[src/aps_pkg.sv]
// Shared types, codes and defaults for the aging priority scheduler.
package aps_pkg;

    localparam int MAX_TASKS_DEF = 16;

    localparam logic [2:0] OP_APPEND  = 3'd0;
    localparam logic [2:0] OP_REMOVE  = 3'd1;
    localparam logic [2:0] OP_SETPRIO = 3'd2;
    localparam logic [2:0] OP_SCHED   = 3'd3;
    localparam logic [2:0] OP_QUERY   = 3'd4;

    localparam logic [1:0] ST_OK       = 2'd0;
    localparam logic [1:0] ST_NOTFOUND = 2'd1;
    localparam logic [1:0] ST_FULL     = 2'd2;
    localparam logic [1:0] ST_EMPTY    = 2'd3;

    localparam logic [1:0] CFG_AGING_STEP   = 2'd0;
    localparam logic [1:0] CFG_PRIO_FLOOR   = 2'd1;
    localparam logic [1:0] CFG_PRIO_CEILING = 2'd2;

    localparam logic signed [5:0] AGING_STEP_RST   = -6'sd1;
    localparam logic signed [7:0] PRIO_FLOOR_RST   = -8'sd128;
    localparam logic signed [7:0] PRIO_CEILING_RST = 8'sd127;

    typedef struct packed {
        logic [2:0]        opcode;
        logic [7:0]        task_id;
        logic signed [7:0] static_prio;
        logic signed [7:0] dynamic_prio;
    } t_in_item;

    typedef struct packed {
        logic [1:0]        status;
        logic [7:0]        out_task_id;
        logic signed [7:0] out_static_prio;
        logic signed [7:0] out_dynamic_prio;
    } t_out_item;

    typedef struct packed {
        logic [7:0]        task_id;
        logic signed [7:0] static_prio;
        logic signed [7:0] dynamic_prio;
    } t_entry;

    typedef struct packed {
        logic              match;
        logic              less;
        logic signed [7:0] aged;
    } t_alu_res;

endpackage

[src/aps_ram.sv]
// Generic single-write, single-read RAM with registered read data.
module aps_ram #(
    parameter int WIDTH = 24,
    parameter int DEPTH = 16
) (
    input  logic                     i_clk,
    input  logic                     i_we,
    input  logic [$clog2(DEPTH)-1:0] i_waddr,
    input  logic [WIDTH-1:0]         i_wdata,
    input  logic [$clog2(DEPTH)-1:0] i_raddr,
    output logic [WIDTH-1:0]         o_rdata
);

    logic [WIDTH-1:0] r_mem [DEPTH];
    logic [WIDTH-1:0] r_rdata;

    always_ff @(posedge i_clk) begin
        if (i_we) begin
            r_mem[i_waddr] <= i_wdata;
        end
        r_rdata <= r_mem[i_raddr];
    end

    assign o_rdata = r_rdata;

endmodule

[src/aps_alu.sv]
// Shared compare / aging unit applied to one table entry per cycle.
module aps_alu import aps_pkg::*; (
    input  t_entry            i_entry,
    input  logic [7:0]        i_task_id,
    input  logic signed [7:0] i_best_dyn,
    input  logic signed [5:0] i_step,
    input  logic signed [7:0] i_floor,
    input  logic signed [7:0] i_ceiling,
    output t_alu_res          o_res
);

    logic signed [8:0] sum;
    logic signed [8:0] lo;
    logic signed [8:0] hi;

    always_comb begin
        sum = 9'(i_entry.dynamic_prio) + 9'(i_step);
        lo  = 9'(i_floor);
        hi  = 9'(i_ceiling);
        o_res.match = (i_entry.task_id == i_task_id);
        o_res.less  = (i_entry.dynamic_prio < i_best_dyn);
        // floor first; inverted: floor if below it, else ceiling
        if (sum < lo) begin
            o_res.aged = i_floor;
        end else if (sum > hi) begin
            o_res.aged = i_ceiling;
        end else begin
            o_res.aged = sum[7:0];
        end
    end

endmodule

[src/aging_priority_scheduler.sv]
// Append, spare opcodes, FULL and EMPTY go via the result register to the output register;
// remove/set/query search the table and remove then compacts it; schedule scans, then ages.
// Throughput: one item at a time; the table RAM gives one entry per cycle to
// a shared compare/aging unit, so each scan reads every ready task in turn.
// Reset (synchronous, active low): table empty, config registers at defaults, no
// result pending; no clearing pass is needed.
module aging_priority_scheduler import aps_pkg::*; #(
    parameter int MAX_TASKS = MAX_TASKS_DEF
) (
    input  logic      i_clk,
    input  logic      i_rst_n,
    input  logic      i_in_valid,
    output logic      o_in_stall,
    input  t_in_item  i_in_item,
    output logic      o_out_valid,
    input  logic      i_out_stall,
    output t_out_item o_out_item,
    input  logic      i_cfg_we,
    input  logic [1:0] i_cfg_addr,
    input  logic [7:0] i_cfg_wdata
);

    localparam int IW = $clog2(MAX_TASKS);
    localparam int CW = $clog2(MAX_TASKS + 1);

    typedef enum logic [5:0] {
        S_IDLE  = 6'b000001,
        S_FIND  = 6'b000010,
        S_SHIFT = 6'b000100,
        S_SCAN  = 6'b001000,
        S_AGE   = 6'b010000,
        S_DONE  = 6'b100000
    } t_state;

    t_state            r_state, n_state;
    logic [CW-1:0]     r_count, n_count;
    logic [CW-1:0]     r_idx, n_idx;
    logic [IW-1:0]     r_pidx, n_pidx;
    logic              r_pvld, n_pvld;
    logic [IW-1:0]     r_best_idx, n_best_idx;
    t_entry            r_best, n_best;
    t_in_item          r_req, n_req;
    t_out_item         r_res, n_res;
    t_out_item         r_out, n_out;
    logic              r_out_vld, n_out_vld;
    logic signed [5:0] r_step;
    logic signed [7:0] r_floor;
    logic signed [7:0] r_ceiling;

    logic              ram_we;
    logic [IW-1:0]     ram_waddr;
    t_entry            ram_wdata;
    t_entry            rd_entry;
    t_alu_res          alu;
    logic              last;

    aps_ram #(
        .WIDTH ($bits(t_entry)),
        .DEPTH (MAX_TASKS)
    ) u_ram (
        .i_clk   (i_clk),
        .i_we    (ram_we),
        .i_waddr (ram_waddr),
        .i_wdata (ram_wdata),
        .i_raddr (r_idx[IW-1:0]),
        .o_rdata (rd_entry)
    );

    aps_alu u_alu (
        .i_entry    (rd_entry),
        .i_task_id  (r_req.task_id),
        .i_best_dyn (r_best.dynamic_prio),
        .i_step     (r_step),
        .i_floor    (r_floor),
        .i_ceiling  (r_ceiling),
        .o_res      (alu)
    );

    assign last        = (CW'(r_pidx) == r_count - CW'(1));
    assign o_in_stall  = (r_state != S_IDLE);
    assign o_out_valid = r_out_vld;
    assign o_out_item  = r_out;

    always_comb begin
        n_state    = r_state;
        n_count    = r_count;
        n_idx      = r_idx;
        n_pidx     = r_pidx;
        n_pvld     = 1'b0;
        n_best_idx = r_best_idx;
        n_best     = r_best;
        n_req      = r_req;
        n_res      = r_res;
        n_out      = r_out;
        n_out_vld  = r_out_vld;
        ram_we     = 1'b0;
        ram_waddr  = r_pidx;
        ram_wdata  = rd_entry;

        if (r_out_vld && !i_out_stall) begin
            n_out_vld = 1'b0;
        end

        // read-ahead: one entry issued per cycle while scanning
        if (r_state == S_FIND || r_state == S_SHIFT || r_state == S_SCAN ||
            r_state == S_AGE) begin
            n_pidx = r_idx[IW-1:0];
            if (r_idx < r_count) begin
                n_pvld = 1'b1;
                n_idx  = r_idx + CW'(1);
            end
        end

        case (r_state)
            S_IDLE: begin
                if (i_in_valid) begin
                    n_req   = i_in_item;
                    n_idx   = '0;
                    n_res   = '0;
                    n_state = S_DONE;
                    case (i_in_item.opcode)
                        OP_APPEND: begin
                            if (r_count == CW'(MAX_TASKS)) begin
                                n_res.status = ST_FULL;
                            end else begin
                                ram_we    = 1'b1;
                                ram_waddr = r_count[IW-1:0];
                                ram_wdata = '{i_in_item.task_id, i_in_item.static_prio,
                                              i_in_item.dynamic_prio};
                                n_count   = r_count + CW'(1);
                                n_res     = '{ST_OK, i_in_item.task_id,
                                              i_in_item.static_prio,
                                              i_in_item.dynamic_prio};
                            end
                        end
                        OP_REMOVE, OP_SETPRIO, OP_QUERY: begin
                            if (r_count == '0) begin
                                n_res.status = ST_EMPTY;
                            end else begin
                                n_state = S_FIND;
                            end
                        end
                        OP_SCHED: begin
                            if (r_count == '0) begin
                                n_res.status = ST_EMPTY;
                            end else begin
                                n_state = S_SCAN;
                            end
                        end
                        default: begin
                            n_res.status = ST_OK;
                        end
                    endcase
                end
            end
            S_FIND: begin
                if (r_pvld) begin
                    if (alu.match) begin
                        n_res   = '{ST_OK, rd_entry.task_id, rd_entry.static_prio,
                                    rd_entry.dynamic_prio};
                        n_state = S_DONE;
                        if (r_req.opcode == OP_SETPRIO) begin
                            ram_we    = 1'b1;
                            ram_wdata = '{rd_entry.task_id, r_req.static_prio,
                                          r_req.static_prio};
                            n_res.out_static_prio  = r_req.static_prio;
                            n_res.out_dynamic_prio = r_req.static_prio;
                        end else if (r_req.opcode == OP_REMOVE) begin
                            if (last) begin
                                n_count = r_count - CW'(1);
                            end else begin
                                // close the gap: copy each later entry down one slot
                                n_idx   = CW'(r_pidx) + CW'(1);
                                n_pvld  = 1'b0;
                                n_state = S_SHIFT;
                            end
                        end
                    end else if (last) begin
                        n_res.status = ST_NOTFOUND;
                        n_state      = S_DONE;
                    end
                end
            end
            S_SHIFT: begin
                if (r_pvld) begin
                    ram_we    = 1'b1;
                    ram_waddr = r_pidx - IW'(1);
                    if (last) begin
                        n_count = r_count - CW'(1);
                        n_state = S_DONE;
                    end
                end
            end
            S_SCAN: begin
                if (r_pvld) begin
                    // strict less keeps ties at the entry nearest the head
                    if (r_pidx == '0 || alu.less) begin
                        n_best     = rd_entry;
                        n_best_idx = r_pidx;
                    end
                    if (last) begin
                        n_res   = '{ST_OK, n_best.task_id, n_best.static_prio,
                                    n_best.dynamic_prio};
                        n_idx   = '0;
                        n_pvld  = 1'b0;
                        n_state = S_AGE;
                    end
                end
            end
            S_AGE: begin
                if (r_pvld) begin
                    ram_we    = 1'b1;
                    ram_wdata = '{rd_entry.task_id, rd_entry.static_prio,
                                  (r_pidx == r_best_idx) ? rd_entry.static_prio
                                                         : alu.aged};
                    if (last) begin
                        n_state = S_DONE;
                    end
                end
            end
            S_DONE: begin
                if (!r_out_vld || !i_out_stall) begin
                    n_out     = r_res;
                    n_out_vld = 1'b1;
                    n_state   = S_IDLE;
                end
            end
            default: begin
                n_state = S_IDLE;
            end
        endcase
    end

    always_ff @(posedge i_clk) begin
        if (!i_rst_n) begin
            r_state   <= S_IDLE;
            r_count   <= '0;
            r_pvld    <= 1'b0;
            r_out_vld <= 1'b0;
        end else begin
            r_state   <= n_state;
            r_count   <= n_count;
            r_pvld    <= n_pvld;
            r_out_vld <= n_out_vld;
        end
    end

    always_ff @(posedge i_clk) begin
        r_idx      <= n_idx;
        r_pidx     <= n_pidx;
        r_best_idx <= n_best_idx;
        r_best     <= n_best;
        r_req      <= n_req;
        r_res      <= n_res;
        r_out      <= n_out;
    end

    always_ff @(posedge i_clk) begin
        if (!i_rst_n) begin
            r_step    <= AGING_STEP_RST;
            r_floor   <= PRIO_FLOOR_RST;
            r_ceiling <= PRIO_CEILING_RST;
        end else if (i_cfg_we) begin
            case (i_cfg_addr)
                CFG_AGING_STEP:   r_step    <= i_cfg_wdata[5:0];
                CFG_PRIO_FLOOR:   r_floor   <= i_cfg_wdata;
                CFG_PRIO_CEILING: r_ceiling <= i_cfg_wdata;
                default: begin
                end
            endcase
        end
    end

endmodule

[config.mk]
export PLATFORM = sky130hd
export DESIGN_NAME = aging_priority_scheduler
export DESIGN_NICKNAME = d
export VERILOG_FILES = /design/src/aps_pkg.sv /design/src/aps_ram.sv /design/src/aps_alu.sv /design/src/aging_priority_scheduler.sv
export SDC_FILE = /design/constraint.sdc
export NUM_CORES = 1
export LEC_CHECK = 0
export CORE_UTILIZATION = 30
export DETAILED_ROUTE_END_ITERATION = 10
export DONT_BUFFER_PORTS = 1
export SLEW_MARGIN = 5
export SYNTH_ARGS = -nofsm -noshare
export SYNTH_HDL_FRONTEND = slang
export SYNTH_SLANG_ARGS = --single-unit
[constraint.sdc]
create_clock -name i_clk -period 4.7 [get_ports i_clk]
set_clock_uncertainty 0.2 [all_clocks]
set_input_delay 0.47 -clock i_clk [delete_from_list [all_inputs] [get_ports i_clk]]
set_output_delay 0.47 -clock i_clk [all_outputs]
set_load 0.01 [all_outputs]
After elaboration in Yosys (flattened, before gate mapping) --
Memories as Yosys holds them, arrays and structs flattened. A register that Yosys moved wholly into a read port is not among the register bits. Index checks and enable logic that the tools add are counted. Widths: inputs -> output; s select.
Word-level totals: bits in registers 143, memory bits (writable) 384, logic and storage cells 185, memories kept 1
Memories:
- u_ram.r_mem | words 16, bits a word 24, rd ports 1, clocked after memory_dff 1, write ports 1, RTL line aps_ram.sv:14 | logic [WIDTH-1:0] r_mem [DEPTH];
Operators by class: $add $sub $neg 6, $lt $le $gt $ge 4, equality and inequality tests 32, muxes and demuxes 90, reductions and logical operators 28
Operator list (number):
- $mux 24 | 7
- $mux 26 | 4
- $mux 5 | 19
- $mux 6 | 13
- $pmux 26 s3 | 1
- $pmux 24 s3 | 1
- $mux 16 | 4
- $mux 8 | 4
- $pmux 5 s3 | 2
- $pmux 6 s5 | 1
- $mux 1 | 21
- $ne 2x2->1 const B | 9
- $reduce_and 6->1 | 3
- $mux 4 | 4
- $pmux 6 s2 | 1
- $reduce_and 2->1 | 6
- $add 5x1->5 const B | 2
- $add 8x6->9 | 1
- $eq 3x2->1 const B | 3
- $gt 9x8->1 | 1
- $lt 9x8->1 | 1
- $reduce_and 9->1 | 1
- $eq 8x8->1 | 1
- $lt 8x8->1 | 1
- other kinds (37) | 49

Depth between registers and ports, before layout --
Gate-level depths: netlist of the first run.
depth after elaboration 11, gate-level depth with buffers 17

Modules after synthesis --
From an unflattened synthesis of the first run, not the netlist that was laid out.
Unflattened totals: cells, all modules 1422, area, all modules 23133.4 µm²
Modules (own cells, without submodules):
- aps_ram | times used 1, cells an instance 636, area each 14930.6 µm²
- aging_priority_scheduler | times used 1, cells an instance 622, area each 6944.2 µm²
- aps_alu | times used 1, cells an instance 164, area each 1258.7 µm²

Worst setup path after synthesis of the first run --
No wires, ideal clock.
path kind flip-flop to flip-flop, start register u_ram.r_rdata[0], in the netlist u_ram.o_rdata[0] (read register of u_ram.r_mem), end memory u_ram.r_mem[0][0] (data pin), data arrival time 3871 ps, slack 299 ps, stages on the path, launching flop included 17, buffers on the path 1, cell sequence dfxtp_1 > ha_1 > inv_1 > fa_1 > nor2b_1 > o21a_1 > o21ai_0 > a21oi_1 > a211oi_1 > ha_1 > nand3_1 > nor3_1 > a311oi_1 > a311oi_1 > clkbuf_1 > a211oi_1 > o21ai_0
RTL lines:
- start: declaration | RTL line aps_ram.sv:15 | logic [WIDTH-1:0] r_rdata;
- end: declaration | RTL line aps_ram.sv:14

==> impl_metrics.toml, run 1 <==
[outcome]
outcome = "finished clean"

[placement]
dpl_cell_area_sq_um = 24730
port_buffers = 0
place.detailed.hpwl_mm = 36.68
place_ws_ns = 0.4821
gp_congestion = 0.9278
dp_cells = 2405

[critical_path]
worstSetupPathType = "register to register"
r2r_slack_ns = 0.37
arrival_ns = 4.58
ff2ff_path_depth = 18
r2r-end = "u_ram.r_mem[9][7]"
cpPeakStageDelay_ns = 0.36
cp-end-kind = "register"
slowest_stage = "dfxtp_1"
crit_chain = "ha_1 -> inv_1 -> fa_1 -> nor2b_1 -> o21a_1 -> o21ai_0 -> a21oi_2 -> a211oi_1 -> ha_1 -> a21oi_1 -> o211ai_1 -> a311oi_1 -> a311oi_2 -> buf_4 -> mux2i_1 -> o31a_1 -> o21ai_0 -> buf_4"
critPathMaxFanout = 16
critPathLaunchType = "register"
worst_ep_required_time_ns = 4.95
r2r_start = "u_ram.o_rdata[0]"

[synth]
synth_cell_types = 78
yosysWarnings = 0
async_flop_share = 0
synth_area_sq_um = 23110
syn_avg_cell_area_sq_um = 16.65
synth_flop_cell = "edfxtp_1"
yosysSeqAreaShare = 0.6882
netlist_instances = 1388
synth-edff-count = 487
synth_nets = 1472
ys_seq_elements = 551

[route]
dr.pass1.iters = 5
wl_per_cell_microns = 23.51
drtIter0Drc = 1269
vias = 13030
wirelength_mm = 59.82
ant_nets = 0
viasPerCell = 5.120
drc = 0

[sta]
rsz0062_at_grt = "false"
timing.setup.tns_ns = 0
hold_slack_ns = 0.04277
setup_ws_ns = 0.3672
slew_headroom = 0.2244
tightest_slew_ns = 1.163
min_period_ns = 4.333
setup_viol_count_final = 0
fmax_mhz = 230.8
report.final.slew_viol_count = 0
fin_crit_sh = 0.9219
final_hold_viol_count = 0

[finish]
drive_gt1_frac = 0.2139
areaGrowthSynthToFinish_pct = 17.34
fin_cells = 2545
nets = 1553
diodes = 0
fin_area_sq_um = 27120

[clock_network]
postCtsSetupBuffers = 0
cts_tree = "yes"
cts_max_path_buffers = 3
cts_buffers = 54
root_buffer = "clkbuf_16"
h-tree-depth = 2
numClockSinks = 551
insertion_delay_ns = 0.63
path_clk_slew_ns = 0.06

[hold_path]
min_from = "i_in_item[0]"
min_path_type = "input port to register"
hold_end = "r_res[0]"
hold_depth = 1

[power]
pwr_density_cell_nw_per_um2 = 401.0
leakage_nw = 8.815
max-vdd-ir-drop_uv = 263.9

[grt]
grt_pass1_vias = 13220
gr-usage-all-layers = 0.1525
grt_pass1_wl_mm = 87.76
antenna_found_initial = 1
grt_max_degree = 45
overflow = 0

[floorplanning]
ios = 70
dieHeight_microns = 279.6
fp.coreArea_sq_um = 76080
die_w_microns = 279.6
row_count = 101
initial_core_util = 0.3038
die-area_sq_um = 78150

[job]
maxCapViolCount = 0
## logic make-up (layout without fill, tap and decap cells)
group | after synthesis | count (layout) | share of synthesized area
multiplexers | 154 | 154 | 0.1325
buffers and inverters | 126 | 253 | 0.02128
XOR/XNOR | 32 | 32 | 0.01213
adder cells (fa/ha/maj) | 42 | 42 | 0.02306
AND/OR/NAND/NOR | 272 | 272 | 0.05847
flip-flops | 551 | 551 | 0.6882
AO/OA/AOI/OAI | 211 | 211 | 0.06437
## stage by stage
stage                     utilization  total power (W)
final                          0.3565          0.01087
after global routing           0.3565          0.01118
after CTS                      0.3562          0.01095
after detailed placement       0.3251         0.006157
after global placement         0.3251         0.006142
after floorplan                     -         0.005944
## synthesized netlist by cell type, types with 7 or more instances
cell      number  area share
a31oi_1       12      0.0032
nand2_1       91       0.015
mux2i_1       19      0.0082
dfxtp_1       64       0.055
a22o_1        14      0.0053
clkbuf_1      51      0.0083
o21ai_0       41      0.0089
and3_1         7      0.0019
xor2_1        10      0.0038
nor3_1        15      0.0032
nand4_1        7      0.0019
inv_1         56      0.0091
a222oi_1       7      0.0030
a211oi_1       8      0.0026
nand3_1       13      0.0028
mux2_2        15      0.0073
buf_1          9      0.0015
a221o_1       26       0.011
nand2b_1       7      0.0019
and2_0         8      0.0022
ha_1          41       0.022
mux4_2       120        0.12
a21oi_1       54       0.012
nor2_1        65       0.011
edfxtp_1     487        0.63
o211ai_1      11      0.0036
xnor2_1       22      0.0083
nor2b_1       13      0.0035
## report_power, final
part | switching, W | internal, W
sequential | 0.0000542 | 0.00553
combinational | 0.000368 | 0.000149
clock | 0.00190 | 0.00287
total | 0.00233 | 0.00855
## placed cells by master (no fill, tap or decap), types with 47 or more instances in the layout
| master | instances |
|---|---|
| a21oi_1 | 52 |
| buf_4 | 51 |
| clkbuf_16 | 54 |
| dfxtp_1 | 60 |
| edfxtp_1 | 487 |
| inv_1 | 56 |
| mux4_2 | 120 |
| nand2_1 | 91 |
| nor2_1 | 47 |
## repair_timing
item,4_1_cts,5_1_grt
endpoints found under the hold margin,64,2
hold buffers,36,2
resized for setup,0,1
setup endpoints to repair,0,12
## layer usage
metal  vias up  global-route usage  part of all wire
li1       5679                   -                 -
met1      6774              0.1969              0.42
met2       468              0.2511              0.49
met3       108             0.03119             0.061
met4         2             0.05969             0.037
met5         -                   0           0.00022
## registers in the layout, indices dropped and copies added, names as in the netlist
register	cells
o_out_item	26
r_ceiling	8
r_res	26
r_count	5
u_ram.o_rdata	24
r_pvld	1
r_state	6
r_pidx	4
r_best_idx	4
r_floor	8
r_idx	5
u_ram.r_mem	384
r_step	6
r_req	19
o_out_valid	1
r_best	24
## worst max-delay path: cells and delay by family, from the launching register on
family	cells	cell delay, ns
AOI/OAI and AO/OA	10	2.17
adders and majority gates	3	0.76
buffers and inverters	3	0.50
DFF	1	0.36
muxes	1	0.13
and+or+nand+nor	1	0.06
## how the worst max path moves through the flow
| stage | cells after the start | startpoint | end |
|---|---|---|---|
| floorplan | 16 | u_ram.o_rdata[0] | u_ram.r_mem[0][0] |
| global placement | 18 | u_ram.o_rdata[0] | u_ram.r_mem[14][7] |
| detailed placement | 18 | u_ram.o_rdata[0] | u_ram.r_mem[14][7] |
| CTS | 18 | u_ram.o_rdata[0] | u_ram.r_mem[8][7] |
| global route | 18 | u_ram.o_rdata[0] | u_ram.r_mem[8][7] |
| finish | 18 | u_ram.o_rdata[0] | u_ram.r_mem[9][7] |
## layout make-up
cell class	instances	area [sq um]
sequential	551	15920
timing repair buffer	93	843.3
clock buffer	74	1506
fill	7140	48960
multi-input combinational	711	6853
clock inverter	28	494.2
tap	1030	1289
inverter	58	217.7
Power figures use the tool's default switching activity.
==> run 2: changes to the inputs <==
--- a/config.mk
+++ b/config.mk
@@ -5,6 +5,7 @@
 export SDC_FILE = /design/constraint.sdc
 export NUM_CORES = 1
 export LEC_CHECK = 0
+export CORE_MARGIN = 5
 export CORE_UTILIZATION = 30
 export DETAILED_ROUTE_END_ITERATION = 10
 export DONT_BUFFER_PORTS = 1
==> run 2 against run 1 <==
  * Worst setup slack gained 0.023 ns
  * Global-route usage is 1.0 points lower
  * Register-to-register slack improved by 0.02 ns
  * Clock power is 10% lower
  * Sequential share of layout area up 0.80 points
  * Largest cell class unchanged
==> impl_metrics.toml, run 2 (synthesis results as in run 1) <==
[sta]
min_period_ns = 4.310
final_hold_viol_count = 0
fmax_mhz = 232.0
fin_crit_sh = 0.9170
slew_headroom = 0.1978
setup_viol_count_final = 0
timing.setup.tns_ns = 0
report.final.slew_viol_count = 0
rsz0062_at_grt = "false"
tightest_slew_ns = 1.203

[critical_path]
r2r_slack_ns = 0.39
ff2ff_path_depth = 17
cp_num_buf_inv = 3
critPathMaxFanout = 16
crit_chain = "ha_1 -> inv_1 -> fa_1 -> nor2b_1 -> o21a_1 -> o21ai_0 -> a211oi_1 -> ha_1 -> a21oi_1 -> o211ai_1 -> a311oi_1 -> a311oi_2 -> buf_4 -> a2111oi_0 -> a211oi_1 -> o21ai_0 -> buf_4"
critPathLaunchType = "register"
r2r_start = "u_ram.o_rdata[0]"
cpPeakStageDelay_ns = 0.41
crit_family = "compound AO/OA/AOI/OAI gates"
r2r-end = "u_ram.r_mem[7][6]"
arrival_ns = 4.53
worstSetupPathType = "register to register"
slowest_stage = "dfxtp_1"
worst_ep_required_time_ns = 4.92
cp-end-kind = "register"

[clock_network]
path_clk_slew_ns = 0.06
numClockSinks = 551
insertion_delay_ns = 0.61
postCtsHoldBufs = 39
root_buffer = "clkbuf_16"
postCtsSetupBuffers = 0
cts_resized = 0
h-tree-depth = 2
cts_max_path_buffers = 3
cts_buffers = 54
cts_tree = "yes"

[route]
drtIter0Drc = 1236
dr.pass1.iters = 7
drc = 0
wl_per_cell_microns = 23.60
ant_nets = 0
viasPerCell = 5.096
wirelength_mm = 59.93
vias = 12940

[grt]
grt_pass1_vias = 13230
grt_pass1_wl_mm = 87.60
overflow = 0
gr-usage-all-layers = 0.1421
grt_max_degree = 44
antenna_found_initial = 3

[hold_path]
hold_depth = 1
min_path_type = "input port to register"
min_from = "i_in_item[2]"
hold_end = "r_res[2]"

[finish]
drive_gt1_frac = 0.2056
largest_register = "u_ram.r_mem"
areaGrowthSynthToFinish_pct = 15.74
nets = 1546
largest_reg_flops = 384
final_common_cell = "edfxtp_1"
fin_cells = 2540
final_cell_mix = "edfxtp_1, mux4_2, nand2_1"
final_core_util = 0.3510
fillers = 7105

[floorplanning]
initial_core_util = 0.3033
row_count = 101
ios = 70
die-area_sq_um = 82690
dieHeight_microns = 287.6
fp.coreArea_sq_um = 76200
die_w_microns = 287.6

[power]
max-vdd-ir-drop_uv = 269.0
leakage_nw = 8.679
pwr_density_cell_nw_per_um2 = 388.2

[placement]
gp_congestion = 0.8916
port_buffers = 0
place.detailed.hpwl_mm = 36.27
dp_cells = 2397

[outcome]
outcome = "finished clean"

[job]
maxCapViolCount = 0
run 2: layer usage:
| layer | track usage | share of wire |
|---|---|---|
| met1 | 0.1829 | 0.40 |
| met2 | 0.2401 | 0.49 |
| met3 | 0.02835 | 0.071 |
| met4 | 0.05005 | 0.034 |
| met5 | 0 | 0.00022 |
run 2: metrics by stage:
| step | instance area, sq um | hold WS, ns | total power [W] | worst slack [ns] |
|---|---|---|---|---|
| floorplan | 23110 | 0.2003 | 0.005944 | 0.2986 |
| global placement | 24580 | 0.2044 | 0.006134 | 0.5759 |
| detailed placement | 24580 | 0.2090 | 0.006149 | 0.4627 |
| CTS | 26740 | 0.003006 | 0.01049 | 0.4269 |
| global route | 26740 | 0.01817 | 0.01074 | 0.1375 |
| finish | 26750 | 0.03640 | 0.01038 | 0.3899 |
run 2: worst register-to-register path, delay by kind of cell, from the launching register on:
kind | cells | cell delay, ns
compound gates | 10 | 1.94
fa+ha+maj | 3 | 0.93
buf+inv | 3 | 0.52
flops | 1 | 0.41
simple gates | 1 | 0.13
run 2: worst max path at each step:
stage                          start                 end  slack (ns)  cells past startpoint
floorplan           u_ram.o_rdata[0]   u_ram.r_mem[0][0]        0.30                     16
detailed placement  u_ram.o_rdata[0]   u_ram.r_mem[7][6]        0.46                     17
CTS                 u_ram.o_rdata[0]   u_ram.r_mem[7][6]        0.43                     17
global placement    u_ram.o_rdata[0]  u_ram.r_mem[10][6]        0.58                     17
global route        u_ram.o_rdata[0]  u_ram.r_mem[13][6]        0.14                     17
finish              u_ram.o_rdata[0]   u_ram.r_mem[7][6]        0.39                     17
run 2: area by class of cell:
class / instances / area [sq um] / area share
antenna: 2 / 5.005 / 0.0001871
clock buffer: 66 / 1436 / 0.05370
multi-input combinational: 711 / 6779 / 0.2534
inverter: 58 / 217.7 / 0.008139
sequential: 551 / 15910 / 0.5949
tap: 1030 / 1289 / 0.04818
timing repair buffer: 86 / 768.2 / 0.02872
clock inverter: 36 / 340.3 / 0.01272
run 2: where the power goes:
group | total [W] | leakage [nW] | switching, W | internal (W)
Clock | 0.00429 | 0.873 | 0.00183 | 0.00246
Combinational | 0.000508 | 2.83 | 0.000363 | 0.000145
Sequential | 0.00558 | 4.97 | 0.0000571 | 0.00553
Total | 0.0104 | 8.68 | 0.00225 | 0.00813
==> run 3: changes to the inputs <==
==> constraint.sdc (replaced) <==
create_clock -name i_clk -period 4.7 [get_ports i_clk]
set_clock_uncertainty 0.2 [all_clocks]
set_input_delay 0.47 -clock i_clk [delete_from_list [all_inputs] [get_ports i_clk]]
set_output_delay 0.47 -clock i_clk [all_outputs]
set_load 0.1 [all_outputs]
==> run 3 against run 2 <==
  * Maximum frequency down 2.7%
  * Worst setup slack worse by 0.12 ns
  * Combinational power up 3%
  * Sequential power up 1%
  * Cell count about the same
==> impl_metrics.toml, run 3 (synthesis results as in run 1) <==
[outcome]
outcome = "finished clean"

[clock_network]
cts_resized = 0
root_buffer = "clkbuf_16"
cts_max_path_buffers = 3
insertion_delay_ns = 0.62
postCtsHoldBufs = 37
numClockSinks = 551
cts_tree = "yes"
h-tree-depth = 2
cts_buffers = 55
path_clk_slew_ns = 0.06
postCtsSetupBuffers = 0

[route]
wl_per_cell_microns = 23.73
vias = 13150
ant_nets = 0
dr.pass1.iters = 8
drtIter0Drc = 1348
drc = 0
viasPerCell = 5.176
wirelength_mm = 60.30

[finish]
final_cell_mix = "edfxtp_1, mux4_2, nand2_1"
final_common_cell = "edfxtp_1"
largest_register = "u_ram.r_mem"
fin_area_sq_um = 26950
drive_gt1_frac = 0.2069
largest_reg_flops = 384
nets = 1545
areaGrowthSynthToFinish_pct = 16.63
fin_cells = 2541

[floorplanning]
fp.coreArea_sq_um = 76200
dieHeight_microns = 287.6
row_count = 101
die_w_microns = 287.6
initial_core_util = 0.3033
ios = 70
die-area_sq_um = 82690

[grt]
antenna_found_initial = 3
grt_pass1_vias = 13250
overflow = 0
grt_max_degree = 65
gr-usage-all-layers = 0.1430
grt_pass1_wl_mm = 88.04

[sta]
fin_crit_sh = 0.9427
setup_viol_count_final = 0
timing.setup.tns_ns = 0
rsz0062_at_grt = "false"
final_hold_viol_count = 0
slew_headroom = 0.1605
tightest_slew_ns = 1.259
fmax_mhz = 225.7
min_period_ns = 4.431
hold_slack_ns = 0.02530
report.final.slew_viol_count = 0
setup_ws_ns = 0.2695

[critical_path]
r2r-end = "u_ram.r_mem[8][6]"
arrival_ns = 4.66
r2r_slack_ns = 0.27
cp-end-kind = "register"
worst_ep_required_time_ns = 4.93
critPathLaunchType = "register"
crit_start = "u_ram.o_rdata[0]"
critPathMaxFanout = 16
ff2ff_path_depth = 18
r2r_start = "u_ram.o_rdata[0]"
worstSetupPathType = "register to register"

[hold_path]
hold_end = "r_res[19]"
hold_depth = 2
min_from = "i_in_item[19]"
min_path_type = "input port to register"

[power]
p_int_w = 0.008347
pwr_density_cell_nw_per_um2 = 397.8
comb_power_share = 0.049
seqPwrFrac = 0.527
switching_power_w = 0.002374
max-vdd-ir-drop_uv = 259.3
clockPowerShare = 0.424
p_sw_frac = 0.2215
leakage_nw = 8.743

[placement]
port_buffers = 0
gp_congestion = 0.8751
dp_cells = 2397
place_ws_ns = 0.4533
place.detailed.hpwl_mm = 36.26
dpl_cell_area_sq_um = 24690

[job]
maxCapViolCount = 0
## run 3: through the flow
stage | util | power [W]
2_1_floorplan | - | 0.006023
3_3_place_gp | 0.3240 | 0.006213
3_5_place_dp | 0.3240 | 0.006231
4_1_cts | 0.3536 | 0.01082
5_1_grt | 0.3537 | 0.01108
6_report | 0.3537 | 0.01072
## run 3: power by group through the flow
stage	combinational, W	clock [W]	sequential [W]
2_1_floorplan	0.000301	0	0.00572
3_3_place_gp	0.000463	0	0.00575
3_5_place_dp	0.000482	0	0.00575
4_1_cts	0.000523	0.00465	0.00565
5_1_grt	0.000571	0.00486	0.00565
6_report	0.000525	0.00455	0.00565
## run 3: routing by layer
| layer | share of wire | vias to the layer above | global-route usage |
|---|---|---|---|
| met5 | 0 | - | 0 |
| met1 | 0.41 | 6811 | 0.1908 |
| met2 | 0.47 | 557 | 0.2295 |
| met3 | 0.080 | 101 | 0.03389 |
| met4 | 0.036 | 0 | 0.05150 |
| li1 | - | 5682 | - |
## run 3: critical path: stages, from the launching register on
cell	delay [ns]
dfxtp_1	0.36
ha_1	0.22
inv_1	0.08
fa_1	0.21
nor2b_1	0.06
o21a_1	0.18
o21ai_0	0.36
a21oi_1	0.18
a211oi_1	0.35
ha_1	0.34
a21oi_1	0.16
o211ai_1	0.10
a311oi_1	0.28
a311oi_2	0.08
buf_4	0.20
a2111oi_0	0.31
a211oi_1	0.08
o21ai_0	0.23
buf_4	0.26
## run 3: how the worst max path moves through the flow
stage                         endpoint  slack (ns)  depth (start not counted)
finish               u_ram.r_mem[8][6]        0.27                         18
global route         u_ram.r_mem[2][7]        0.03                         18
CTS                 u_ram.r_mem[15][6]        0.41                         18
detailed placement  u_ram.r_mem[13][6]        0.45                         18
global placement     u_ram.r_mem[4][7]        0.53                         18
floorplan            u_ram.r_mem[0][0]        0.30                         16
## run 3: final cells by class
class | count | area [sq um]
multi-input cells | 711 | 6779
inverters | 58 | 217.7
well taps | 1030 | 1289
repair buffers | 84 | 860.8
fillers | 7074 | 49250
clock inverters | 41 | 470.5
flip-flops and latches | 551 | 15910
clock buffers | 63 | 1416
diodes | 3 | 7.507
